`src/rtl/dhm_pkg.sv`:
```
`default_nettype none
package dhm_pkg;
    localparam int TABLE_ENTRIES_DEF = 32;
    localparam logic [31:0] TIME_WINDOW_RESET = 32'd500;

    typedef enum logic [2:0] {
        ST_IGNORED = 3'd0,
        ST_MERGED  = 3'd1,
        ST_NEW     = 3'd2,
        ST_DROPPED = 3'd3,
        ST_RECORD  = 3'd4,
        ST_LAST    = 3'd5,
        ST_EMPTY   = 3'd6
    } status_t;

    typedef enum logic [2:0] {
        S_IDLE,
        S_READ,
        S_CMP,
        S_WRITE,
        S_OUT,
        S_FLUSH_RD,
        S_FLUSH_OUT
    } fsm_t;

    typedef struct packed {
        logic [4:0]  layer;
        logic [15:0] segment;
        logic [31:0] energy;
        logic [31:0] etime;
        logic [23:0] track;
        logic [31:0] particle;
        logic [62:0] position;
        logic [62:0] momentum;
        logic [63:0] local_position;
        logic [62:0] local_momentum;
        logic [31:0] path;
    } entry_t;

    typedef struct packed {
        logic        kind;
        logic [2:0]  volume_index;
        logic [15:0] copy_number;
        logic [31:0] energy_deposit;
        logic [31:0] hit_time;
        logic [23:0] track_number;
        logic signed [31:0] particle_code;
        logic [62:0] global_position;
        logic [62:0] momentum;
        logic [63:0] local_position;
        logic [62:0] local_momentum;
        logic [31:0] path_length;
    } item_t;

    typedef struct packed {
        logic [2:0]  status;
        entry_t      entry;
    } result_t;

    function automatic logic [4:0] layer_of(input logic [2:0] v);
        logic [4:0] r;
        case (v)
            3'd0: r = 5'd0;
            3'd1: r = 5'd1;
            3'd2: r = 5'd2;
            3'd3: r = 5'd3;
            3'd4: r = 5'd11;
            3'd5: r = 5'd12;
            3'd6: r = 5'd13;
            default: r = 5'd20;
        endcase
        return r;
    endfunction
endpackage
`default_nettype wire

```
`src/rtl/dhm_match.sv`:
```
`default_nettype none
module dhm_match (
    input  wire dhm_pkg::entry_t ent,
    input  wire logic [4:0]      layer,
    input  wire logic [23:0]     track,
    input  wire logic [31:0]     t,
    input  wire logic [31:0]     window,
    output logic                 hit,
    output logic                 earlier
);
    logic [31:0] diff;
    always_comb
    begin
        diff = (t > ent.etime) ? (t - ent.etime) : (ent.etime - t);
        hit = (ent.layer == layer) && (ent.track == track) && (diff <= window);
        earlier = t < ent.etime;
    end
endmodule
`default_nettype wire

```
`config.mk`:
```
export PLATFORM = sky130hd
export DESIGN_NAME = dhm_match
export DESIGN_NICKNAME = d
export VERILOG_FILES = /design/src/rtl/dhm_pkg.sv /design/src/rtl/dhm_match.sv
export SDC_FILE = /design/constraint.sdc
export NUM_CORES = 1
export LEC_CHECK = 0
export BUFFER_PORTS_ARGS = -buffer_cell sky130_fd_sc_hd__clkbuf_2
export CAP_MARGIN = 25
export CORE_AREA = 2 2 204 206
export DETAILED_ROUTE_END_ITERATION = 8
export DIE_AREA = 0 0 206 208
export PLACE_DENSITY = 0.44
export SLEW_MARGIN = 15
export SYNTH_ARGS = -nofsm -noshare
export SYNTH_HDL_FRONTEND = slang
export SYNTH_SLANG_ARGS = --single-unit
```
`constraint.sdc`:
```
create_clock -name vclk -period 5.9
set_input_delay 1.18 -clock vclk [all_inputs]
set_output_delay 1.18 -clock vclk [all_outputs]
set_load 0.02 [all_outputs]
```
; Word-level counts from Yosys, hierarchy flattened
; Cells that the tools add are included.
[op_classes]
n_addsub = 2
mul = 0
div = 0
order_cmp = 3
n_eq_ne = 2
shift = 0
muxes = 1
bitwise = 0
reduce_logical = 2
[ops]
columns = operator, n
row1 = 32-bit subtractor, 2
row2 = 32-bit > comparator, 1
row3 = 32-bit less-or-equal comparator, 1
row4 = 32-bit less-than comparator, 1
row5 = 32-bit two-way mux, 1
row6 = 24-bit == test, 1
row7 = 5-bit == test, 1
row8 = 1-bit logical AND, 2
[totals]
ff_bits = 0
latch_bits = 0
ramBits = 0
romBits = 0
inputBits = 519
wordCells = 10
mem_count = 0

; Logic depth before layout (Yosys ltp)
[logic_depth]
word_depth = 4
ltp_mapped = 22
mapped_depth_nobuf = 21

; Least setup slack after synthesis
; OpenSTA, ideal clock, no wires.
[synth_path]
kind = input to output
startpoint = input t[0]
endpoint = output hit
t_arrival_ps = 4904
setup_slack_ps = -184
cell_stages = 22
path_buffers = 1
cell_sequence = inv_1 ha_1 inv_1 fa_1 a211oi_2 o211ai_1 a21oi_2 a211oi_4 a21o_4 inv_4 nor2_4 buf_6 mux2i_1 xnor2_1 ha_1 a21o_1 a21o_1 a21oi_1 o21ai_0 a21o_1 a221o_1 a21oi_1
[synth_via]
elab_chain_cells = 4
[synth_lines]
columns = element, line_no
row1 = from (decl), dhm_match.sv:6  ; input wire logic [31:0] t,
row2 = 32-bit subtractor / 32-bit > comparator (equally long branches), dhm_match.sv:14  ; diff = (t > ent.etime) ? (t - ent.etime) : (ent.etime - t);
row3 = 32-bit two-way mux *, dhm_match.sv:14
row4 = 32-bit less-or-equal comparator *, dhm_match.sv:15  ; hit = (ent.layer == layer) && (ent.track == track) && (diff <= window);
row5 = 1-bit logical AND *, dhm_match.sv:15
row6 = to (decl), dhm_match.sv:8  ; output logic hit,
; Every way passes the cells marked *; elsewhere a longest branch is shown, timed or not.

; Worst setup path in the final report
; Ends and elaborated chain as after synthesis.

==> run summary <==
Status -> complete, but fails checks
Failing checks -> setup timing
Total gr overflow -> 0
Port Buffer Count -> 156
Total Power -> 1020 µW
Global-route wire length before repair -> 34900 µm
Hold Crit Class -> in -> out
GR Layer Usage met1 -> 0.125
Critical Path RT -> 4.72 ns
Max_cap viols -> 0
Syn nets -> 1324
FP Rows -> 74
Fin util -> 0.207
Post-CTS Hold Buffers -> 0
Avg Vias per Cell -> 3.91
Final setup violation count -> 1
CP max stage delay -> 0.39 ns
Chip height -> 208 µm
Kind of cell adding the most delay to the critical path -> compound AO/OA/AOI/OAI gates
GRT Total Usage -> 0.103
PD cells -> 121 nW/µm²
Hold path cells -> 7
DR pass1 iterations -> 5
Top-Level Pins -> 521
Design area -> 8400 µm²
Crit Path Max Fanout -> 3
Non-Filler Instances -> 1623
Hold Crit Endpoint -> hit
Routed vias -> 6351
Hold_sp -> ent[423]
Area grow syn2layout -> 69.9%
Dpl cell area -> 7980 µm²
Max-slew headroom -> 0.703
Final nets -> 1704
RSZ-0062 raised after global routing -> yes
Grt met2 use -> 0.189
Hold Violations, Final -> 0
Fmax -> 155 MHz
Max Slew Vio Count -> 0
Met3 Track Usage GR -> 0.0277
Warnings, synthesis -> 0
Share of layout cells above drive strength 1 -> 0.433
FFs & Latches -> 0
CP max-delay cell -> a221o_1
Count leader, synth -> inv_1
Post-Syn Instances -> 708
Buffers & Inverters on Critical Path -> 6
DR iter-0 viols -> 267
Core Area -> 40600 µm²
Post-route ant nets -> 0
Post-Route WL -> 23000 µm
Top cells by count, synth -> inv_1 (105), ha_1 (95), a21oi_1 (82)
Maximum vdd drop -> 0.0384 mV
Die area -> 42800 µm²
Vias in the first global route -> 6436
Tmin final -> 6.46 ns
Synth area leaders -> ha_1 (24%), a21oi_1 (8.3%), inv_1 (8.0%), a21o_1 (6.8%), xnor2_1 (6.2%)
Seq. cell area -> 0 µm²
Synth top area share -> 0.240
Largest net degree at the start of global routing -> 12
Placed Instances -> 1603
WL/cell -> 14.1 µm
Critical path type -> in -> out
Initial Util -> 0.122
Worst hold margin -> 3.06 ns
Lkg Pwr -> 0.00446 µW
Post-DP HPWL -> 21000 µm
Register area share after synthesis -> 0
CP Capture Type -> primary output
Area leader, netlist -> ha_1
Period utilization -> 1.10
Die Wd -> 206 µm
GR peak layer -> met2
Tightest Pin Transition -> 0.443 ns
Final worst-path setup slack -> -0.564 ns
Syn Area/Cell -> 6.98 µm²
CP cell instances -> buf_8, inv_4, ha_4, inv_2, fa_2, a211oi_4, o211ai_1, a21oi_2, a211oi_4, a21o_4, buf_6, a221oi_4, a31oi_2, xor2_1, ha_1, a21o_1, a21o_1, a21oi_2, buf_4, o21ai_1, a221o_1, a21oi_4, buf_8
Synth unique cells -> 65
Initial antenna violation count -> 12
Final GP Congestion -> 0.853
Synth Cell Area -> 4940 µm²
# DRC -> 0
Worst setup SP type -> input port
Clock buffers -> 0
Critical Path AT -> 5.28 ns
[worst max-delay path by stage]
stage	from	to	slack (ns)	cells after the start
3_3_place_gp	t[0]	hit	-0.83	25
4_1_cts	t[0]	hit	-0.58	22
2_1_floorplan	ent[345]	hit	0.0009	21
6_report	t[0]	hit	-0.56	23
5_1_grt	t[0]	hit	-0.72	23
3_5_place_dp	t[0]	hit	-0.85	24
[metal layers]
metal,part of all wire,up-vias
li1,-,3266
met1,0.43,2894
met2,0.49,159
met3,0.071,20
met4,0.0030,12
met5,0.0030,-
[per-stage QoR]
| stage | TNS [ns] | setup slack, ns |
|---|---|---|
| floorplan | 0 | 0.000900 |
| global placement | -0.831 | -0.831 |
| detailed placement | -0.851 | -0.851 |
| CTS | -0.582 | -0.582 |
| global route | -0.724 | -0.724 |
| finish | -0.564 | -0.564 |
[cell type report]
cell class | instances | area (µm²)
repair buffers | 408 | 2740
multi-input cells | 572 | 4580
diodes | 5 | 12.5
fillers | 4657 | 32200
well taps | 532 | 666
inverters | 106 | 408
[power by group]
part | switching (µW) | internal, µW | leakage (µW)
logic | 499 | 518 | 0.00446
clock network | 0 | 0.000114 | 0.0000000317
registers | 0 | 0 | 0
total | 499 | 518 | 0.00446
[repair_timing]
| action | CTS | global route |
|---|---|---|
| endpoints found under the hold margin | 0 | 0 |
| resized for setup | 40 | 32 |
| endpoints found under the setup margin | 1 | 1 |
| setup buffers | 13 | 3 |
| pin swaps | 35 | 36 |
[cells in the final DEF (no fill, tap or decap), types with 3 or more instances in the layout]
master      n
buf_4     246
clkbuf_2  153
inv_1     103
ha_1       91
a21oi_1    74
a21o_1     45
nor2_1     37
nand2_1    35
xnor2_1    32
o21ai_0    26
nand4_1    25
xor2_1     22
nand3_1    14
o21bai_1   14
nor3_1     11
a21oi_2     9
mux2i_1     9
o211ai_1    8
o21ai_1     8
mux2i_2     6
diode_2     5
nor4_1      5
a31oi_1     5
a211oi_1    5
o22ai_1     5
and2_1      4
nor2b_1     4
a221oi_1    4
or3_1       4
buf_6       4
buf_8       4
a211oi_4    3
nand2b_1    3
o21a_1      3
a221o_1     3
a211o_1     3
and3_1      3
xnor2_2     3
mux2i_4     3
[tightest hold or removal path, delay by kind of cell]
family                 cells  cell delay (ns)
XOR/XNOR                   1             0.06
AO/OA/AOI/OAI              1             0.07
buffers and inverters      2             0.21
AND/OR/NAND/NOR            3             0.35
[kinds of logic after synthesis]
kind of cell / share of synthesized area
compound gates: 0.314
xor+xnor: 0.103
fa+ha+maj: 0.248
buf+inv: 0.123
mux: 0.0387
simple gates: 0.173
No activity file was read; power rests on OpenSTA's default activity.
